$ cat src/hdl/spq_pkg.sv
`default_nettype none

package spq_pkg;

	localparam int unsigned ValueWidth = 32;
	localparam int unsigned CountWidth = 5;

	typedef enum logic {
		FUNC_PUSH = 1'b0,
		FUNC_POP  = 1'b1
	} spq_func_t;

	typedef struct packed {
		spq_func_t                     func;
		logic signed [ValueWidth-1:0]  value;
	} spq_in_t;

	typedef struct packed {
		logic signed [ValueWidth-1:0]  top_value;
		logic signed [ValueWidth-1:0]  removed_value;
		logic [CountWidth-1:0]         count;
		logic                          empty_res;
		logic                          overflow;
	} spq_out_t;

	typedef enum logic {
		ST_IDLE,
		ST_EXEC
	} spq_state_t;

	typedef struct packed {
		logic capture;
		logic execute;
	} spq_ctrl_t;

endpackage

`default_nettype wire

$ cat src/hdl/spq_chan_if.sv
`default_nettype none

interface spq_chan_if #(
	parameter type data_t = logic
);
	logic  valid;
	logic  ready;
	data_t data;

	modport source(output valid, output data, input ready);
	modport sink(input valid, input data, output ready);
endinterface

`default_nettype wire

$ cat src/hdl/spq_ctrl.sv
`default_nettype none

module spq_ctrl (
	input  wire logic          clk,
	input  wire logic          arst_n,
	input  wire logic          cmd_valid,
	output logic               cmd_ready,
	output logic               res_valid,
	input  wire logic          res_ready,
	output spq_pkg::spq_ctrl_t ctl
);
	import spq_pkg::*;

	spq_state_t state_q;
	spq_state_t state_nxt;
	logic       res_valid_q;
	logic       res_free;

	assign res_free  = !res_valid_q || res_ready;
	assign res_valid = res_valid_q;

	always_comb begin
		state_nxt = state_q;
		unique case (state_q)
			ST_IDLE: begin
				if (cmd_valid) begin
					state_nxt = ST_EXEC;
				end
			end
			ST_EXEC: begin
				if (res_free) begin
					state_nxt = ST_IDLE;
				end
			end
			default: state_nxt = ST_IDLE;
		endcase
	end

	always_comb begin
		cmd_ready   = 1'b0;
		ctl.capture = 1'b0;
		ctl.execute = 1'b0;
		unique case (state_q)
			ST_IDLE: begin
				cmd_ready   = 1'b1;
				ctl.capture = cmd_valid;
			end
			ST_EXEC: begin
				ctl.execute = res_free;
			end
			default: begin
				cmd_ready = 1'b0;
			end
		endcase
	end

	always_ff @(posedge clk or negedge arst_n) begin
		if (!arst_n) begin
			state_q     <= ST_IDLE;
			res_valid_q <= 1'b0;
		end else begin
			state_q <= state_nxt;
			if (ctl.execute) begin
				res_valid_q <= 1'b1;
			end else if (res_ready) begin
				res_valid_q <= 1'b0;
			end
		end
	end

endmodule

`default_nettype wire

$ cat src/hdl/spq_datapath.sv
`default_nettype none

module spq_datapath #(
	parameter int unsigned DEPTH = 16
) (
	input  wire logic              clk,
	input  wire logic              arst_n,
	input  wire spq_pkg::spq_ctrl_t ctl,
	input  wire spq_pkg::spq_in_t  cmd_data,
	output spq_pkg::spq_out_t      res_data
);
	import spq_pkg::*;

	localparam int unsigned OccWidth = $clog2(DEPTH + 1);

	logic signed [ValueWidth-1:0] entries_q [DEPTH];
	logic signed [ValueWidth-1:0] entries_nxt [DEPTH];
	logic [OccWidth-1:0]          occ_q;
	logic [OccWidth-1:0]          occ_nxt;
	spq_func_t                    func_q;
	logic signed [ValueWidth-1:0] value_q;
	spq_out_t                     res_q;
	spq_out_t                     res_nxt;
	logic [DEPTH-1:0]             ge;
	logic [DEPTH-1:0]             ge_prev;
	logic                         full;
	logic                         is_empty;
	logic [OccWidth+CountWidth-1:0] occ_ext;

	assign full     = (occ_q == OccWidth'(DEPTH));
	assign is_empty = (occ_q == '0);

	// A slot holds its entry when it is live and not below the new value;
	// sorted order makes these flags a run of ones from slot zero.
	always_comb begin
		for (int i = 0; i < DEPTH; i++) begin
			ge[i] = (OccWidth'(i) < occ_q) && (entries_q[i] >= value_q);
		end
		ge_prev[0] = 1'b1;
		for (int i = 1; i < DEPTH; i++) begin
			ge_prev[i] = ge[i-1];
		end
	end

	always_comb begin
		for (int i = 0; i < DEPTH; i++) begin
			entries_nxt[i] = entries_q[i];
		end
		occ_nxt = occ_q;
		res_nxt.removed_value = '0;
		res_nxt.overflow      = 1'b0;
		case (func_q)
			FUNC_PUSH: begin
				if (full) begin
					res_nxt.overflow = 1'b1;
				end else begin
					for (int i = 0; i < DEPTH; i++) begin
						if (ge[i]) begin
							entries_nxt[i] = entries_q[i];
						end else if (ge_prev[i]) begin
							entries_nxt[i] = value_q;
						end else if (i > 0) begin
							entries_nxt[i] = entries_q[i-1];
						end
					end
					occ_nxt = occ_q + 1'b1;
				end
			end
			FUNC_POP: begin
				if (!is_empty) begin
					res_nxt.removed_value = entries_q[0];
					for (int i = 0; i < DEPTH - 1; i++) begin
						entries_nxt[i] = entries_q[i+1];
					end
					occ_nxt = occ_q - 1'b1;
				end
			end
			default: begin
				occ_nxt = occ_q;
			end
		endcase
		occ_ext           = {{CountWidth{1'b0}}, occ_nxt};
		res_nxt.count     = occ_ext[CountWidth-1:0];
		res_nxt.empty_res = (occ_nxt == '0);
		res_nxt.top_value = (occ_nxt == '0) ? '0 : entries_nxt[0];
	end

	always_ff @(posedge clk or negedge arst_n) begin
		if (!arst_n) begin
			occ_q <= '0;
		end else if (ctl.execute) begin
			occ_q <= occ_nxt;
		end
	end

	always_ff @(posedge clk) begin
		if (ctl.capture) begin
			func_q  <= cmd_data.func;
			value_q <= cmd_data.value;
		end
		if (ctl.execute) begin
			res_q <= res_nxt;
			for (int i = 0; i < DEPTH; i++) begin
				entries_q[i] <= entries_nxt[i];
			end
		end
	end

	assign res_data = res_q;

endmodule

`default_nettype wire

$ cat src/hdl/sorted_priority_queue_top.sv
`default_nettype none

// Channel  Role    Payload
// -------  ------  ------------------------------------------------------
// cmd      sink    func, value
// res      source  top_value, removed_value, count, empty_res, overflow
//
// Every operation has a capture step that takes the transfer on cmd and
// an execute step in which all entries compare with the value and shift
// in parallel. A finished result waits in the output register while the
// next cmd transfer is taken; the update stalls only while that register
// is full. Reset empties the queue; entry storage is not cleared.

module sorted_priority_queue_top #(
	parameter int unsigned DEPTH = 16
) (
	input  wire logic clk,
	input  wire logic arst_n,
	spq_chan_if.sink   cmd,
	spq_chan_if.source res
);
	import spq_pkg::*;

	spq_ctrl_t ctl;

	spq_ctrl u_ctrl (
		.clk       (clk),
		.arst_n    (arst_n),
		.cmd_valid (cmd.valid),
		.cmd_ready (cmd.ready),
		.res_valid (res.valid),
		.res_ready (res.ready),
		.ctl       (ctl)
	);

	spq_datapath #(
		.DEPTH (DEPTH)
	) u_datapath (
		.clk      (clk),
		.arst_n   (arst_n),
		.ctl      (ctl),
		.cmd_data (cmd.data),
		.res_data (res.data)
	);

endmodule

`default_nettype wire

$ cat src/flat_wrapper.sv
// flat-port wrapper written by rule: the top's interface ports become plain ports
module sorted_priority_queue_top_flat import spq_pkg::*;
#(
	parameter int unsigned DEPTH = 16
)
  (clk, arst_n, cmd_valid, cmd_data, cmd_ready, res_valid, res_data, res_ready);
  spq_chan_if #(.data_t(spq_in_t)) cmd_i ();
  spq_chan_if #(.data_t(spq_out_t)) res_i ();
  input  wire logic clk;
  input  wire logic arst_n;
  input wire logic [$bits(cmd_i.valid)-1:0] cmd_valid;
  input wire logic [$bits(cmd_i.data)-1:0] cmd_data;
  output wire logic [$bits(cmd_i.ready)-1:0] cmd_ready;
  output wire logic [$bits(res_i.valid)-1:0] res_valid;
  output wire logic [$bits(res_i.data)-1:0] res_data;
  input wire logic [$bits(res_i.ready)-1:0] res_ready;
  assign cmd_i.valid = cmd_valid;
  assign cmd_i.data = cmd_data;
  assign cmd_ready = cmd_i.ready;
  assign res_valid = res_i.valid;
  assign res_data = res_i.data;
  assign res_i.ready = res_ready;
  sorted_priority_queue_top #(.DEPTH(DEPTH)) u_core (.clk(clk), .arst_n(arst_n), .cmd(cmd_i), .res(res_i));
endmodule
$ cat config.mk
export PLATFORM = sky130hd
export DESIGN_NAME = sorted_priority_queue_top_flat
export DESIGN_NICKNAME = d
export VERILOG_FILES = /design/src/hdl/spq_pkg.sv /design/src/hdl/spq_chan_if.sv /design/src/hdl/spq_ctrl.sv /design/src/hdl/spq_datapath.sv /design/src/hdl/sorted_priority_queue_top.sv /design/src/flat_wrapper.sv
export SDC_FILE = /design/constraint.sdc
export NUM_CORES = 2
export LEC_CHECK = 0
export BUFFER_PORTS_ARGS = -buffer_cell sky130_fd_sc_hd__buf_2
export CORE_MARGIN = 1
export CORE_UTILIZATION = 30
export CTS_CLUSTER_DIAMETER = 120
export DETAILED_ROUTE_END_ITERATION = 10
export HOLD_SLACK_MARGIN = 0.03
export REMOVE_ABC_BUFFERS = 1
export SYNTH_ARGS = -nofsm -noshare
export SYNTH_HDL_FRONTEND = slang
export SYNTH_SLANG_ARGS = --single-unit
$ cat constraint.sdc
create_clock -name clk -period 5.9 [get_ports clk]
set_input_delay 0.885 -clock clk [delete_from_list [all_inputs] [get_ports clk]]
set_output_delay 0.885 -clock clk [all_outputs]
set_load 0.01 [all_outputs]
# Word-level counts from Yosys, hierarchy flattened
# Memories as Yosys holds them, arrays and structs flattened.
# Cells that the tools add are included.
# word_totals
register_bits	111
latchBits	0
mem_bits_rw	512
romBits	0
inputBits	37
output_inout_bits	73
elab_cells	119
memories	1
# classes
addsub	2
multipliers	0
n_div	0
order_cmp	32
n_eq_ne	1
shifts	0
muxes	49
bitwise	2
n_reduce_logical	22
# mem_list
memory	words	width	read_ports	rd_clocked_by_memory_dff	write_ports	line	source
u_core.u_datapath.entries_q	16	32	16	0	16	spq_datapath.sv:16	logic signed [ValueWidth-1:0] entries_q [DEPTH];
# ops
operator	count
2-to-1 mux 32 bit	32
one-hot mux 480 bit (2 select lines)	1
greater-or-equal comparator 32 bit	16
2-to-1 mux 512 bit	1
2-to-1 mux 480 bit	1
less-than comparator 4 x 5 -> 1 bit (first input constant)	8
less-than comparator 3 x 5 -> 1 bit (first input constant)	4
logical AND 1 bit	16
logical NOT 5 bit	2
less-than comparator 1 x 5 -> 1 bit (first input constant)	2
less-than comparator 2 x 5 -> 1 bit (first input constant)	2
2-to-1 mux 1 bit	10
2-to-1 mux 5 bit	2
one-hot mux 5 bit (2 select lines)	1
adder 5 x 1 -> 5 bit (second input constant)	1
== test 5 bit (second input constant)	1
subtractor 5 x 1 -> 5 bit (second input constant)	1
NOT 1 bit	2
one-hot mux 1 bit (2 select lines)	1
nonzero test 2 bit	1
OR reduction 2 bit	1
logical NOT 1 bit	1
logical OR 1 bit	1

# Logic depth before layout (Yosys ltp)
# An unclocked memory read counts as a cell.
# logic_depth
depth_word	7
mapped_depth	13

# Modules after synthesis
# Synthesis repeated with hierarchy kept, for this count alone.
# unflattened
cells_unflattened	4018
hier_area_um2	42196.7
# modules_own_cells
mod	n_inst	cells_per_inst	area_per_inst_um2
spq_datapath	1	4010	42102.9
spq_ctrl	1	8	93.8

# Worst setup path before layout
# Ideal clock, no wire load.
# synth_timing
path_kind	input -> register
from	input res_ready
to	memory u_core.u_datapath.entries_q[4][0], in the netlist u_core.u_datapath.entries_q[0][128], enable pin
arrival_time_ns	5.561
slack_ns	-0.132
path_stages	6
cell_sequence	nand2b_1 -> nand2_1 -> clkinv_1 -> and2_1 -> clkbuf_1 -> a21boi_0
# synth_rtl
item	line	source
start, declared	flat_wrapper.sv:16	input wire logic [$bits(res_i.ready)-1:0] res_ready;
end, declared	spq_datapath.sv:16	

==> results.json <==
{
  "status": "complete, no violations",
  "synth_ff_type": "edfxtp_1",
  "dr_wl_met2_mm": 61.91,
  "ir_drop_v": 0.0003329,
  "critPathRequiredTime_ns": 6.38,
  "synth_top_family_by_area": "adder cells",
  "synth_top_cell_by_area": "edfxtp_1",
  "cts_setup_buffers": 0,
  "swShare": 0.4410,
  "worstSetupPathType": "reg2reg",
  "vias": 33408,
  "synth_cells": 4045,
  "combPwrFrac": 0.487,
  "muxShareOfSynthArea": 0.1085,
  "async_flop_share": 0.01124,
  "power_density_nw_per_um2": 625.8,
  "crit_arrival_ns": 5.81,
  "intPower_uw": 16560,
  "grt_max_degree": 181,
  "synthTopCellsByCount": "nand2_1, edfxtp_1, ha_1",
  "dpl.hpwl_mm": 95.60,
  "clock_latency_ns": 0.66,
  "grt.overflow.total": 0,
  "maxSlewViolCount": 0,
  "post_dp_cell_area_um2": 44950,
  "synth_compound_area_frac": 0.1396,
  "finalCritPeriodShare": 0.9019,
  "clock_sinks": 623,
  "hold_buffers": 0,
  "yosysWarnings": 0,
  "yosys-top-cells-area": "edfxtp_1, ha_1, mux2i_1",
  "cts_root_buf": "clkbuf_16",
  "setup_tns_ns": 0,
  "clockBufferDepth": 3,
  "syn_avg_cell_area_um2": 10.41,
  "clkPwrFrac": 0.155,
  "nNetsFinal": 4643,
  "cp_max_fo": 31,
  "start_util": 0.3022,
  "core_area_um2": 139400,
  "final_layout_size_suffix_gt1_frac": 0.09231,
  "synth-seq-cells": 623,
  "leakage_uw": 0.01888,
  "finalHoldViolations": 0,
  "antenna_found_initial": 5,
  "worst_pin_slew_ns": 1.295,
  "period_minus_slack_ns": 5.321,
  "grt_usage": 0.1817,
  "first_pass_iters": 9,
  "p_sw_uw": 13060,
  "synthXorXnorAreaFrac": 0.0004160,
  "io_pins": 110,
  "gp_congestion": 0.8862,
  "ctsResizeCount": 0,
  "seq_power_share": 0.358,
  "wire_per_inst_um": 21.99,
  "htreeDepth": 3,
  "die-area_um2": 141900,
  "end_kind": "flop",
  "grt_setup_unrepaired": "false",
  "cts_tree": "built",
  "first_global_vias": 33395,
  "relSlewSlack": 0.1343,
  "grt_first_pass_wirelength_mm": 202.0,
  "wirelength_mm": 132.5,
  "synthSimpleGateAreaFrac": 0.1240,
  "start_kind": "flop",
  "syn2layout_area_growth_pct": 12.42,
  "vias_per_cell": 5.544,
  "setup_viol": 0,
  "cap_violations": 0,
  "dr.max_layer_used": "met5",
  "max_freq_mhz": 187.9,
  "worstHoldPathType": "in2async",
  "finClkSkew_ns": 0.03279,
  "portBuffers": 109,
  "drcViolationCount": 0,
  "cts_made_buffers": 77,
  "synth.most_common_cell": "nand2_1",
  "synth.distinct_cells": 78,
  "ant_nets": 0,
  "hold_ws_ns": 0.1850,
  "synth_fa_ha_area_frac": 0.1530,
  "ys_seq_area_frac": 0.4434,
  "synth_edf_count": 616,
  "rrSetupSlack_ns": 0.58,
  "die_h_um": 376.7,
  "initialDrtViolationCount": 2765,
  "clk_pin_slew_worst_paths_ns": 0.06,
  "finalInstanceArea_um2": 47340,
  "wl_met3_mm": 8.098,
  "dieWidth_um": 376.7,
  "synth_top_area_share": 0.4393,
  "mappedNetlistArea_um2": 42110,
  "row_count": 137,
  "drt-met1-wl_mm": 58.87
}
cell type report:
class / instances / area [µm²]
Multi-Input combinational cell: 3109 / 22350
Clock inverter: 40 / 300.3
Timing Repair Buffer: 203 / 1309
Tap cell: 1876 / 2347
Clock buffer: 97 / 2064
Antenna cell: 1 / 2.502
Fill cell: 14046 / 92020
Sequential cell: 623 / 18670
Inverter: 77 / 294.0
cells by family (layout without fill, tap and decap cells):
group | Yosys count | after routing
mux | 452 | 452
compound gates | 1005 | 1005
other cells | 0 | 1
buf+inv | 313 | 417
fa+ha+maj | 515 | 515
flops | 623 | 623
simple gates | 1135 | 1135
xor+xnor | 2 | 2
power by group through the flow:
stage	sequential [µW]	clock [µW]	combinational (µW)
after floorplan	9940	0	10100
after global placement	10600	0	13700
after detailed placement	10600	0	14200
after CTS	10600	4700	14300
after global routing	10800	4860	16000
final	10600	4610	14400
worst max-delay path, stage by stage, from the launching register on:
cell and delay, ns:
edfxtp_1 0.88, inv_1 0.62, ha_1 0.48, nand2_1 0.13, o21ai_0 0.13, a221oi_1 0.68
nor3b_1 0.15, a2111oi_0 0.88, or2_2 0.25, buf_4 0.44, a21oi_1 0.20, a21boi_0 0.28
through the flow:
step	total power (µW)	worst slack [ns]	std cells	utilization
floorplan	20010	-10.67	3809	-
global placement	24370	0.8007	5887	0.3225
detailed placement	24830	0.7507	5887	0.3225
CTS	29520	0.7175	6024	0.3395
global route	31700	0.4253	6025	0.3397
finish	29620	0.5789	6026	0.3397
placed cells by master (no fill, tap or decap), types with 15 or more instances in the layout:
cell type / instances
buf_4: 90
nand4_1: 93
or4_1: 36
a32oi_1: 33
o21a_1: 16
clkbuf_1: 16
nor3_1: 22
ha_1: 515
a211oi_1: 18
o21ai_1: 76
a21boi_0: 37
clkinv_2: 18
nor2b_1: 25
nand2_1: 638
o21ai_0: 409
nor4_1: 17
clkbuf_16: 79
mux2_2: 30
inv_1: 76
buf_2: 109
edfxtp_1: 616
o211ai_1: 15
a21o_1: 41
a21oi_1: 251
nand3_1: 152
and3_1: 35
mux2i_1: 415
nor2_1: 64
state kept, by name, summed over array words and instances, names as in the netlist:
register                     flops
u_core.u_datapath.value_q       32
u_core.u_datapath.entries_q    512
u_core.u_datapath.func_q         1
u_core.u_datapath.occ_q          5
u_core.u_ctrl.state_q            1
u_core.u_datapath.res_data      71
u_core.u_ctrl.res_valid          1
per-layer routing:
metal | up-vias | GRT usage
met1 | 16629 | 0.2445
met2 | 1062 | 0.2965
met3 | 231 | 0.03072
li1 | 15480 | -
met4 | 6 | 0.05484
met5 | - | 0
worst paths after layout:
path | from | end | cells past startpoint
worst max-delay path | u_core.u_datapath.value_q[7]$_DFFE_PP_ | u_core.u_datapath.entries_q[0][25]$_DFFE_PP_ | 11
worst min-delay path | arst_n | u_core.u_datapath.occ_q[1]$_DFFE_PN0P_ | 1
worst max register to register | u_core.u_datapath.value_q[7]$_DFFE_PP_ | u_core.u_datapath.entries_q[0][25]$_DFFE_PP_ | 11
worst min register to register | u_core.u_ctrl.res_valid$_DFFE_PN0P_ | u_core.u_ctrl.res_valid$_DFFE_PN0P_ | 2
max in group asynchronous | arst_n | u_core.u_ctrl.res_valid$_DFFE_PN0P_ | 1
min in group clk | cmd_data[5] | u_core.u_datapath.value_q[5]$_DFFE_PP_ | 1
Power figures use the tool's default switching activity.
